File: src/lpdm_pkg.sv
// Shared types and constants of the logical page to device mapper.
// No dependencies; used by every module of the block.
`default_nettype none
package lpdm_pkg;

    localparam int CNT_W   = 9;   // device counts up to 256
    localparam int FIRST_W = 42;  // running first extent of the raw scan, signed

    localparam logic [2:0] CFG_KIND  = 3'd0;
    localparam logic [2:0] CFG_ESZ   = 3'd1;
    localparam logic [2:0] CFG_TOTAL = 3'd2;
    localparam logic [2:0] CFG_NDEV  = 3'd3;
    localparam logic [2:0] CFG_RESV  = 3'd4;

    localparam logic [1:0] KIND_DATA = 2'd0;
    localparam logic [1:0] KIND_RAW  = 2'd1;

    localparam logic ACT_XLATE = 1'b0;
    localparam logic ACT_WRITE = 1'b1;

    localparam logic [1:0] ST_OK      = 2'd0;
    localparam logic [1:0] ST_RANGE   = 2'd1;
    localparam logic [1:0] ST_BADKIND = 2'd2;

    typedef struct packed {
        logic               action;
        logic signed [31:0] page_number;
        logic [3:0]         entry_index;
        logic [30:0]        entry_first_extent;
        logic [30:0]        entry_extent_count;
    } t_in;

    typedef struct packed {
        logic [3:0]  device_number;
        logic [30:0] offset_in_device;
        logic [1:0]  status;
    } t_out;

    typedef enum logic [1:0] {
        OP_WRITE,
        OP_XLATE,
        OP_BADKIND,
        OP_NEG
    } t_op;

    typedef struct packed {
        t_op         op;
        logic [30:0] page;
        logic [3:0]  index;
        logic [30:0] first_extent;
        logic [30:0] extent_count;
    } t_cmd;

    typedef struct packed {
        logic [1:0]       kind;
        logic [15:0]      esz;    // never zero
        logic [30:0]      total;
        logic [CNT_W-1:0] ndev;   // clamped to 1..MAX_DEVICES
        logic [7:0]       resv;
    } t_cfg;

    typedef enum logic [3:0] {
        S_IDLE,
        S_LIM_MUL,
        S_LIM_CHK,
        S_DIV,
        S_BS_RD,
        S_BS_CMP,
        S_RS_RD,
        S_RS_CMP,
        S_OFF_RD,
        S_OFF_LD,
        S_OFF_MUL,
        S_OFF_SUB,
        S_DONE
    } t_state;

endpackage
`default_nettype wire

File: src/logical_page_to_device_mapper_core.sv
// Top level of the logical page to device mapper: configuration registers,
// front end queue and back end. Depends on lpdm_pkg, lpdm_front, lpdm_back.
`default_nettype none
// Translates a logical page of a volume concatenated over up to MAX_DEVICES
// devices into a device number and a page offset. Items enter through a
// queue-style port (push/full); a write item loads one device table entry
// and gives no result, a translate item gives one result on the pop/empty
// port. A two-entry queue parts the front end from the back end, and the
// result register lets the next item start while a result waits.
// Sequence: a write is done in the back end's idle state. A translate runs,
// from the state where the back end takes it to the load of the result
// register, through a range check, a restoring divider by extent size and
// a table walk over the table memory, with a read and a compare state per
// probe (data volumes: at most log2(devices)+1 probes, plus S_OFF_RD and
// S_OFF_LD when no entry matches exactly; raw volumes: at most one probe
// per device). Errors found before the divide skip it and end the item.
// Configuration may only be written while no item is in flight; writes are
// taken every cycle.
module logical_page_to_device_mapper_core #(
    parameter int MAX_DEVICES = 16
) (
    input  wire logic           i_clk,
    input  wire logic           i_rst_n,
    input  wire logic           push,
    output logic                full,
    input  wire lpdm_pkg::t_in  i_in,
    output logic                empty,
    input  wire logic           pop,
    output lpdm_pkg::t_out      o_out,
    input  wire logic           i_cfg_valid,
    output logic                o_cfg_ready,
    input  wire logic [2:0]     i_cfg_index,
    input  wire logic [30:0]    i_cfg_data
);
    localparam int CW = lpdm_pkg::CNT_W;

    logic [1:0]  r_kind;
    logic [15:0] r_esz;
    logic [30:0] r_total;
    logic [4:0]  r_ndev;
    logic [7:0]  r_resv;

    lpdm_pkg::t_cfg w_cfg;
    logic           w_cmd_valid, w_cmd_pop;
    lpdm_pkg::t_cmd w_cmd;

    assign o_cfg_ready = 1'b1;

    always_ff @(posedge i_clk) begin
        if (!i_rst_n) begin
            r_kind  <= lpdm_pkg::KIND_DATA;
            r_esz   <= 16'd1;
            r_total <= '0;
            r_ndev  <= 5'd1;
            r_resv  <= '0;
        end else if (i_cfg_valid) begin
            case (i_cfg_index)
                lpdm_pkg::CFG_KIND:  r_kind  <= i_cfg_data[1:0];
                lpdm_pkg::CFG_ESZ:   r_esz   <= i_cfg_data[15:0];
                lpdm_pkg::CFG_TOTAL: r_total <= i_cfg_data;
                lpdm_pkg::CFG_NDEV:  r_ndev  <= i_cfg_data[4:0];
                lpdm_pkg::CFG_RESV:  r_resv  <= i_cfg_data[7:0];
                default: ;
            endcase
        end
    end

    // zero extent size acts as one; device count clamped to 1..MAX_DEVICES
    always_comb begin
        w_cfg.kind  = r_kind;
        w_cfg.esz   = (r_esz == '0) ? 16'd1 : r_esz;
        w_cfg.total = r_total;
        w_cfg.resv  = r_resv;
        if (r_ndev == '0)
            w_cfg.ndev = CW'(1);
        else if (32'(r_ndev) > MAX_DEVICES)
            w_cfg.ndev = CW'(MAX_DEVICES);
        else
            w_cfg.ndev = CW'(r_ndev);
    end

    lpdm_front u_front (
        .i_clk       (i_clk),
        .i_rst_n     (i_rst_n),
        .push        (push),
        .full        (full),
        .i_in        (i_in),
        .i_kind      (r_kind),
        .o_cmd_valid (w_cmd_valid),
        .o_cmd       (w_cmd),
        .i_cmd_pop   (w_cmd_pop)
    );

    lpdm_back #(
        .MAX_DEVICES (MAX_DEVICES)
    ) u_back (
        .i_clk       (i_clk),
        .i_rst_n     (i_rst_n),
        .i_cfg       (w_cfg),
        .i_cmd_valid (w_cmd_valid),
        .i_cmd       (w_cmd),
        .o_cmd_pop   (w_cmd_pop),
        .empty       (empty),
        .pop         (pop),
        .o_out       (o_out)
    );
endmodule
`default_nettype wire

File: src/lpdm_front.sv
// Front end: takes items, classifies them and holds them in a two-entry queue.
// Depends on lpdm_pkg.
`default_nettype none
module lpdm_front (
    input  wire logic           i_clk,
    input  wire logic           i_rst_n,
    input  wire logic           push,
    output logic                full,
    input  wire lpdm_pkg::t_in  i_in,
    input  wire logic [1:0]     i_kind,
    output logic                o_cmd_valid,
    output lpdm_pkg::t_cmd      o_cmd,
    input  wire logic           i_cmd_pop
);
    lpdm_pkg::t_cmd r_q [2];
    logic           r_wp, r_rp;
    logic [1:0]     r_cnt;
    lpdm_pkg::t_cmd w_cmd;
    logic           w_push, w_pop;

    always_comb begin
        w_cmd.page         = i_in.page_number[30:0];
        w_cmd.index        = i_in.entry_index;
        w_cmd.first_extent = i_in.entry_first_extent;
        w_cmd.extent_count = i_in.entry_extent_count;
        if (i_in.action == lpdm_pkg::ACT_WRITE) begin
            w_cmd.op = lpdm_pkg::OP_WRITE;
        end else if (i_kind != lpdm_pkg::KIND_DATA && i_kind != lpdm_pkg::KIND_RAW) begin
            w_cmd.op = lpdm_pkg::OP_BADKIND;
        end else if (i_in.page_number[31]) begin
            w_cmd.op = lpdm_pkg::OP_NEG;
        end else begin
            w_cmd.op = lpdm_pkg::OP_XLATE;
        end
    end

    assign full        = (r_cnt == 2'd2);
    assign o_cmd_valid = (r_cnt != 2'd0);
    assign o_cmd       = r_q[r_rp];
    assign w_push      = push && !full;
    assign w_pop       = i_cmd_pop && o_cmd_valid;

    always_ff @(posedge i_clk) begin
        if (!i_rst_n) begin
            r_wp  <= 1'b0;
            r_rp  <= 1'b0;
            r_cnt <= 2'd0;
        end else begin
            if (w_push) r_wp <= ~r_wp;
            if (w_pop)  r_rp <= ~r_rp;
            r_cnt <= r_cnt + {1'b0, w_push} - {1'b0, w_pop};
        end
    end

    always_ff @(posedge i_clk) begin
        if (w_push) r_q[r_wp] <= w_cmd;
    end
endmodule
`default_nettype wire

File: src/lpdm_back.sv
// Back end: device tables, range check, serial divider, table search and result register.
// Depends on lpdm_pkg.
`default_nettype none
module lpdm_back #(
    parameter int MAX_DEVICES = 16
) (
    input  wire logic           i_clk,
    input  wire logic           i_rst_n,
    input  wire lpdm_pkg::t_cfg i_cfg,
    input  wire logic           i_cmd_valid,
    input  wire lpdm_pkg::t_cmd i_cmd,
    output logic                o_cmd_pop,
    output logic                empty,
    input  wire logic           pop,
    output lpdm_pkg::t_out      o_out
);
    localparam int AW = (MAX_DEVICES > 1) ? $clog2(MAX_DEVICES) : 1;
    localparam int CW = lpdm_pkg::CNT_W;
    localparam int FW = lpdm_pkg::FIRST_W;
    localparam logic signed [FW-1:0] EXT_HI = FW'(64'sh8000_0000);
    localparam logic signed [FW-1:0] EXT_LO = -EXT_HI;

    logic [30:0] r_fe_mem  [MAX_DEVICES];
    logic [30:0] r_cnt_mem [MAX_DEVICES];
    logic [30:0] r_fe_q, r_cnt_q;

    lpdm_pkg::t_state r_state, n_state;
    logic [30:0]          r_page, n_page;
    logic [30:0]          r_dvd, n_dvd;    // dividend shifting out, quotient shifting in
    logic [15:0]          r_rem, n_rem;
    logic [4:0]           r_step, n_step;
    logic signed [CW:0]   r_lo, n_lo, r_hi, n_hi;
    logic [CW-1:0]        r_mid, n_mid, r_idx, n_idx;
    logic signed [FW-1:0] r_first, n_first;
    logic signed [32:0]   r_ma, n_ma;
    logic signed [49:0]   r_prod, n_prod;
    lpdm_pkg::t_out       r_res, n_res, r_out, n_out;
    logic                 r_out_valid, n_out_valid;

    logic [AW-1:0]        w_rd_addr;
    logic                 w_we;
    logic [CW+1:0]        w_sum;
    logic [CW-1:0]        w_mid;
    logic [16:0]          w_sh;
    logic [16:0]          w_sub;
    logic [16:0]          w_resn;
    logic signed [32:0]   w_base, w_len;
    logic signed [FW-1:0] w_acc, w_ext;
    logic signed [50:0]   w_off;

    assign w_sum = {2'b0, r_lo[CW-1:0]} + {2'b0, r_hi[CW-1:0]};
    assign w_mid = w_sum[CW:1];
    assign w_rd_addr = (r_state == lpdm_pkg::S_BS_RD) ? w_mid[AW-1:0] : r_idx[AW-1:0];
    assign w_we = (r_state == lpdm_pkg::S_IDLE) && i_cmd_valid
               && (i_cmd.op == lpdm_pkg::OP_WRITE) && (32'(i_cmd.index) < MAX_DEVICES);

    assign w_sh   = {r_rem, r_dvd[30]};
    assign w_sub  = w_sh - {1'b0, i_cfg.esz};
    assign w_resn = 17'(i_cfg.resv * i_cfg.ndev);
    assign w_base = $signed({2'b0, i_cfg.total}) - $signed({16'b0, w_resn});
    assign w_len  = $signed({2'b0, r_cnt_q}) - $signed({25'b0, i_cfg.resv});
    assign w_acc  = r_first + FW'(w_len);
    assign w_ext  = r_first - $signed({(FW-8)'(0), i_cfg.resv});
    assign w_off  = $signed({20'b0, r_page}) - 51'(r_prod);

    assign o_cmd_pop = (r_state == lpdm_pkg::S_IDLE) && i_cmd_valid;
    assign empty     = !r_out_valid;
    assign o_out     = r_out;

    always_comb begin
        n_state     = r_state;
        n_page      = r_page;
        n_dvd       = r_dvd;
        n_rem       = r_rem;
        n_step      = r_step;
        n_lo        = r_lo;
        n_hi        = r_hi;
        n_mid       = r_mid;
        n_idx       = r_idx;
        n_first     = r_first;
        n_ma        = r_ma;
        n_prod      = r_prod;
        n_res       = r_res;
        n_out       = r_out;
        n_out_valid = r_out_valid && !pop;
        case (r_state)
            lpdm_pkg::S_IDLE: begin
                n_res = '0;
                if (i_cmd_valid) begin
                    n_page = i_cmd.page;
                    case (i_cmd.op)
                        lpdm_pkg::OP_WRITE: n_state = lpdm_pkg::S_IDLE;
                        lpdm_pkg::OP_BADKIND: begin
                            n_res.status = lpdm_pkg::ST_BADKIND;
                            n_state      = lpdm_pkg::S_DONE;
                        end
                        lpdm_pkg::OP_NEG: begin
                            n_res.status = lpdm_pkg::ST_RANGE;
                            n_state      = lpdm_pkg::S_DONE;
                        end
                        default: begin
                            n_ma    = (i_cfg.kind == lpdm_pkg::KIND_DATA)
                                    ? $signed({2'b0, i_cfg.total}) : w_base;
                            n_state = lpdm_pkg::S_LIM_MUL;
                        end
                    endcase
                end
            end
            lpdm_pkg::S_LIM_MUL: begin
                n_prod  = r_ma * $signed({1'b0, i_cfg.esz});
                n_state = lpdm_pkg::S_LIM_CHK;
            end
            lpdm_pkg::S_LIM_CHK: begin
                if ($signed({19'b0, r_page}) >= r_prod) begin
                    n_res.status = lpdm_pkg::ST_RANGE;
                    n_state      = lpdm_pkg::S_DONE;
                end else begin
                    n_dvd   = r_page;
                    n_rem   = '0;
                    n_step  = '0;
                    n_state = lpdm_pkg::S_DIV;
                end
            end
            lpdm_pkg::S_DIV: begin
                if (!w_sub[16]) begin
                    n_rem = w_sub[15:0];
                    n_dvd = {r_dvd[29:0], 1'b1};
                end else begin
                    n_rem = w_sh[15:0];
                    n_dvd = {r_dvd[29:0], 1'b0};
                end
                n_step = r_step + 5'd1;
                if (r_step == 5'd30) begin
                    n_lo    = '0;
                    n_hi    = $signed({1'b0, i_cfg.ndev}) - (CW+1)'(1);
                    n_idx   = '0;
                    n_first = '0;
                    n_state = (i_cfg.kind == lpdm_pkg::KIND_DATA)
                            ? lpdm_pkg::S_BS_RD : lpdm_pkg::S_RS_RD;
                end
            end
            lpdm_pkg::S_BS_RD: begin
                if (r_lo <= r_hi) begin
                    n_mid   = w_mid;
                    n_state = lpdm_pkg::S_BS_CMP;
                end else if (r_hi[CW]) begin
                    n_res.status = lpdm_pkg::ST_RANGE;
                    n_state      = lpdm_pkg::S_DONE;
                end else begin
                    n_idx   = r_hi[CW-1:0];
                    n_state = lpdm_pkg::S_OFF_RD;
                end
            end
            lpdm_pkg::S_BS_CMP: begin
                if (r_fe_q == r_dvd) begin
                    n_idx   = r_mid;
                    n_ma    = $signed({2'b0, r_fe_q});
                    n_state = lpdm_pkg::S_OFF_MUL;
                end else begin
                    if (r_fe_q > r_dvd) n_hi = $signed({1'b0, r_mid}) - (CW+1)'(1);
                    else                n_lo = $signed({1'b0, r_mid}) + (CW+1)'(1);
                    n_state = lpdm_pkg::S_BS_RD;
                end
            end
            lpdm_pkg::S_RS_RD: begin
                if (r_idx >= i_cfg.ndev) begin
                    n_res.status = lpdm_pkg::ST_RANGE;
                    n_state      = lpdm_pkg::S_DONE;
                end else begin
                    n_state = lpdm_pkg::S_RS_CMP;
                end
            end
            lpdm_pkg::S_RS_CMP: begin
                if ($signed({(FW-31)'(0), r_dvd}) < w_acc) begin
                    // offset saturates either way beyond +/-2^31 extents
                    if (w_ext > EXT_HI)      n_ma = 33'(EXT_HI);
                    else if (w_ext < EXT_LO) n_ma = 33'(EXT_LO);
                    else                     n_ma = 33'(w_ext);
                    n_state = lpdm_pkg::S_OFF_MUL;
                end else begin
                    n_first = w_acc;
                    n_idx   = r_idx + CW'(1);
                    n_state = lpdm_pkg::S_RS_RD;
                end
            end
            lpdm_pkg::S_OFF_RD: n_state = lpdm_pkg::S_OFF_LD;
            lpdm_pkg::S_OFF_LD: begin
                n_ma    = $signed({2'b0, r_fe_q});
                n_state = lpdm_pkg::S_OFF_MUL;
            end
            lpdm_pkg::S_OFF_MUL: begin
                n_prod  = r_ma * $signed({1'b0, i_cfg.esz});
                n_state = lpdm_pkg::S_OFF_SUB;
            end
            lpdm_pkg::S_OFF_SUB: begin
                n_res.status        = lpdm_pkg::ST_OK;
                n_res.device_number = r_idx[3:0];
                if (w_off < 0)
                    n_res.offset_in_device = '0;
                else if (w_off > 51'sh7FFF_FFFF)
                    n_res.offset_in_device = '1;
                else
                    n_res.offset_in_device = w_off[30:0];
                n_state = lpdm_pkg::S_DONE;
            end
            lpdm_pkg::S_DONE: begin
                if (!r_out_valid || pop) begin
                    n_out       = r_res;
                    n_out_valid = 1'b1;
                    n_state     = lpdm_pkg::S_IDLE;
                end
            end
            default: n_state = lpdm_pkg::S_IDLE;
        endcase
    end

    always_ff @(posedge i_clk) begin
        if (!i_rst_n) begin
            r_state     <= lpdm_pkg::S_IDLE;
            r_out_valid <= 1'b0;
        end else begin
            r_state     <= n_state;
            r_out_valid <= n_out_valid;
        end
    end

    always_ff @(posedge i_clk) begin
        r_page  <= n_page;
        r_dvd   <= n_dvd;
        r_rem   <= n_rem;
        r_step  <= n_step;
        r_lo    <= n_lo;
        r_hi    <= n_hi;
        r_mid   <= n_mid;
        r_idx   <= n_idx;
        r_first <= n_first;
        r_ma    <= n_ma;
        r_prod  <= n_prod;
        r_res   <= n_res;
        r_out   <= n_out;
    end

    always_ff @(posedge i_clk) begin
        if (w_we) begin
            r_fe_mem[AW'(i_cmd.index)]  <= i_cmd.first_extent;
            r_cnt_mem[AW'(i_cmd.index)] <= i_cmd.extent_count;
        end
        r_fe_q  <= r_fe_mem[w_rd_addr];
        r_cnt_q <= r_cnt_mem[w_rd_addr];
    end
endmodule
`default_nettype wire
File: config.mk
export PLATFORM = sky130hd
export DESIGN_NAME = logical_page_to_device_mapper_core
export DESIGN_NICKNAME = d
export VERILOG_FILES = /design/src/lpdm_pkg.sv /design/src/logical_page_to_device_mapper_core.sv /design/src/lpdm_front.sv /design/src/lpdm_back.sv
export SDC_FILE = /design/constraint.sdc
export NUM_CORES = 2
export LEC_CHECK = 0
export BUFFER_PORTS_ARGS = -buffer_cell sky130_fd_sc_hd__buf_4
export CORE_ASPECT_RATIO = 1.75
export CORE_MARGIN = 3
export CORE_UTILIZATION = 50
export CTS_BUF_LIST = sky130_fd_sc_hd__clkbuf_8
export DETAILED_ROUTE_END_ITERATION = 8
export GPL_TIMING_DRIVEN = 0
export HOLD_SLACK_MARGIN = 0.12
export PLACE_DENSITY = 0.62
export SLEW_MARGIN = 20
export SYNTH_ARGS = -nofsm -noshare
export SYNTH_HDL_FRONTEND = slang
export SYNTH_SLANG_ARGS = --single-unit
export TNS_END_PERCENT = 30
File: constraint.sdc
create_clock -name i_clk -period 15.7 [get_ports i_clk]
set_input_delay 0 -clock i_clk [delete_from_list [all_inputs] [get_ports i_clk]]
set_output_delay 0 -clock i_clk [all_outputs]
set_load 0.005 [all_outputs]
==> flow_summary_export.csv <==
group,metric,value,unit
sta,final_max_slew_viol_count,0,
sta,worst_pin_slew,1.228,ns
clocking,clock-sinks,1644,
sta,hold_viol,0,
global_route,overflow,0,
clocking,tritoncts,"built",
clocking,post_cts_buffers,0,
sta,period_share,0.5966,
global_route,track_usage,0.2982,
sta,timing.fmax,106.8,MHz
clocking,cts.path.max_buffers,4,
clocking,htreeDepth,4,
floorplanning,die_y,569.9,um
logic_synthesis,synth_compound_area_frac,0.06474,
global_route,grt_max_degree,53,
outcome,status,"complete, no violations",
worst_setup_path,path_buf_inv,4,
global_route,grt_pass1_wl,404700,um
worst_setup_path,worstPathArrival,9.98,ns
floorplanning,core_area,180400,um^2
sta,fin_tns_setup,0,ns
worst_setup_path,worstSetupPathType,"reg2reg",
worst_setup_path,critPathSlowestCell,"nor3_2",
logic_synthesis,synthAdderAreaFrac,0.1648,
worst_setup_path,crit_family,"simple AND/OR/NAND/NOR gates",
logic_synthesis,seq_area_frac_synth,0.5286,
flow_run,maxCapViolCount,0,
worst_setup_path,start_kind,"flip-flop",
clocking,clkTransAtPathRegs,0.07,ns
final_layout,layout-drive-gt1-share,0.1337,
logic_synthesis,synth_seq_cells,1644,
floorplanning,ios,178,
routing,ant_nets,0,
logic_synthesis,yosysTopAreaCell,"edfxtp_1",
logic_synthesis,synth_edf_count,1510,
placed_design,place_hpwl,213600,um
clocking,cts_buffers,240,
placed_design,gp_congestion,0.9801,
routing,drt_iter0_drc,3957,
placed_design,io_buffers,176,
sta,rsz0062_at_grt,"false",
routing,drt_first_pass_iters,5,
sta,relSlewSlack,0.1792,
global_route,antenna_found_initial,10,
logic_synthesis,avgSynthCellArea,13.23,um^2
sta,fin_crit,9.367,ns
logic_synthesis,yosys.area_share.simple,0.08633,
clocking,clk_latency,0.96,ns
final_layout,layout_commonest_cell,"edfxtp_1",
worst_setup_path,cp.required,16.31,ns
worst_setup_path,crit_fanout,11,
routing,routed_via_density,5.700,
logic_synthesis,async_reset_ff_frac,0,
final_layout,area_growth,15.69,%
routing,wl,276500,um
floorplanning,die_w,328.2,um
worst_setup_path,worst_path_largest_cell_delay,0.62,ns
sta,finClkSkew,0.07509,ns
routing,drc,0,
logic_synthesis,synthXorXnorAreaFrac,0.02428,
floorplanning,initial_core_util,0.5036,
logic_synthesis,synth_top_area_share,0.4991,
clocking,cts_resized,0,
worst_setup_path,cp-end-kind,"flip-flop",
pwr,p_leak,39.71,nW
floorplanning,rows,206,
global_route,grt_pass1_vias,62350,
logic_synthesis,ys_warn_count,0,
routing,num_vias,58570,
final_layout,mostFrequentLayoutCells,"edfxtp_1 (1510), inv_1 (862), nand2_1 (659)",
floorplanning,die-area,187100,um^2
logic_synthesis,synthFlopType,"edfxtp_1",
logic_synthesis,syn_nets,7887,
logic_synthesis,syn_area,90850,um^2
clocking,root_buffer,"clkbuf_8",
logic_synthesis,synth_top_family_by_area,"adder cells",
sta,setup_viol_count_final,0,
logic_synthesis,ys_types,95,
logic_synthesis,synthMuxAreaShare,0.08563,
logic_synthesis,syn_inst,6869,
sta,fin_hold_ws,0.2057,ns
worst_setup_path,cp_common_cell,"o21ai_0",
final_layout,fin_nets,8703,
pwr,vdd_drop_max,0.1044,mV
routing,avgRoutedWirePerCell,26.92,um
pwr,power_density,143.7,nW/um^2
logic_synthesis,netlist_top_cells_area,"edfxtp_1 (50%), fa_1 (12%), mux4_2 (6.1%), ha_1 (4.8%), inv_1 (3.3%)",
hold_path,hp-class,"in2reg",
-- final cells by class --
| class | count | area (um^2) |
|---|---|---|
| antenna | 5 | 12.51 |
| buffer | 293 | 1152 |
| clock buffer | 253 | 3482 |
| clock inverter | 181 | 1167 |
| fill | 14670 | 75310 |
| inverter | 797 | 2992 |
| multi-input combinational | 4135 | 38950 |
| sequential | 1644 | 48030 |
| tap | 2392 | 2993 |
| timing repair buffer | 574 | 6330 |
-- cells by family after synthesis --
| family | after synthesis |
|---|---|
| buffers and inverters | 1090 |
| AND/OR/NAND/NOR | 1640 |
| AO/OA/AOI/OAI | 909 |
| other | 1 |
| XOR/XNOR | 251 |
| multiplexers | 454 |
| adder cells (fa/ha/maj) | 880 |
| flip-flops | 1644 |
-- synthesized netlist by cell type (53+ instances only) --
library cell	number
o21ai_0	171
edfxtp_1	1510
mux2_2	106
dfxtp_1	134
ha_1	352
nand3_1	70
xor2_1	103
nor2_1	294
nor2b_1	112
mux2i_1	100
fa_1	528
inv_1	797
clkbuf_1	242
nand2_1	659
a21o_1	66
nor3_1	86
and2_1	186
a21oi_1	279
mux4_2	248
a211oi_1	80
a21boi_0	53
xnor2_1	147
-- per-stage QoR --
step                area (um^2)    util  cells  power (mW)  setup WS (ns)
floorplan                 90850       -   6869       9.337          7.276
global placement          95170  0.5275   9437       11.53          3.674
detailed placement        97330  0.5394   9525       11.70          6.387
CTS                      105100  0.5823  10270       15.17          6.316
global route             105100  0.5825  10270       15.83          5.701
finish                   105100  0.5826  10270       15.11          6.333
-- registers in the layout (all words and copies together) (netlist names), 33 cells and up, named ones only --
signal / flops
u_back.r_cnt_mem: 496
u_back.r_fe_mem: 496
u_front.r_q: 198
u_back.r_prod: 50
u_back.r_first: 42
u_back.o_out: 37
u_back.r_res: 37
u_back.r_ma: 33
-- worst paths after layout --
kind | depth (start not counted) | to | startpoint | slack, ns
worst max-delay path | 34 | u_back.r_ma[22] | r_resv[0] | 6.33
worst min-delay path | 5 | r_resv[2] | i_cfg_index[1] | 0.21
worst max register to register | 34 | u_back.r_ma[22] | r_resv[0] | 6.33
worst min register to register | 0 | u_back.o_out[8] | u_back.r_res[8] | 0.41
-- worst reg2reg max path: cells and delay by family, from the launching register on --
| family | cells | cell delay (ns) |
|---|---|---|
| AOI/OAI and AO/OA | 11 | 2.64 |
| DFF | 1 | 0.55 |
| adders and majority gates | 4 | 0.98 |
| and+or+nand+nor | 13 | 3.32 |
| buffers and inverters | 4 | 1.01 |
| xor gates and xnor gates | 2 | 0.58 |
-- routing by layer --
| metal | vias to the layer above | GRT usage | wire length, um |
|---|---|---|---|
| met5 | - | 0 | 0 |
| met4 | 0 | 0.2278 | 26150 |
| met3 | 798 | 0.03818 | 12490 |
| met2 | 1968 | 0.5457 | 147300 |
| met1 | 29790 | 0.3072 | 90630 |
| li1 | 26010 | - | - |
-- repair_timing --
item / 4_1_cts / 5_1_grt
hold endpoints to repair: 392 / 0
endpoints found under the setup margin: 0 / 0
hold buffers: 309 / 0
-- where the power goes --
group	internal, mW	switching [mW]	leakage, nW
clock network	1.74	1.66	2.63
registers	5.49	0.445	14.8
logic	2.11	3.67	22.3
No activity file was read; power rests on OpenSTA's default activity.
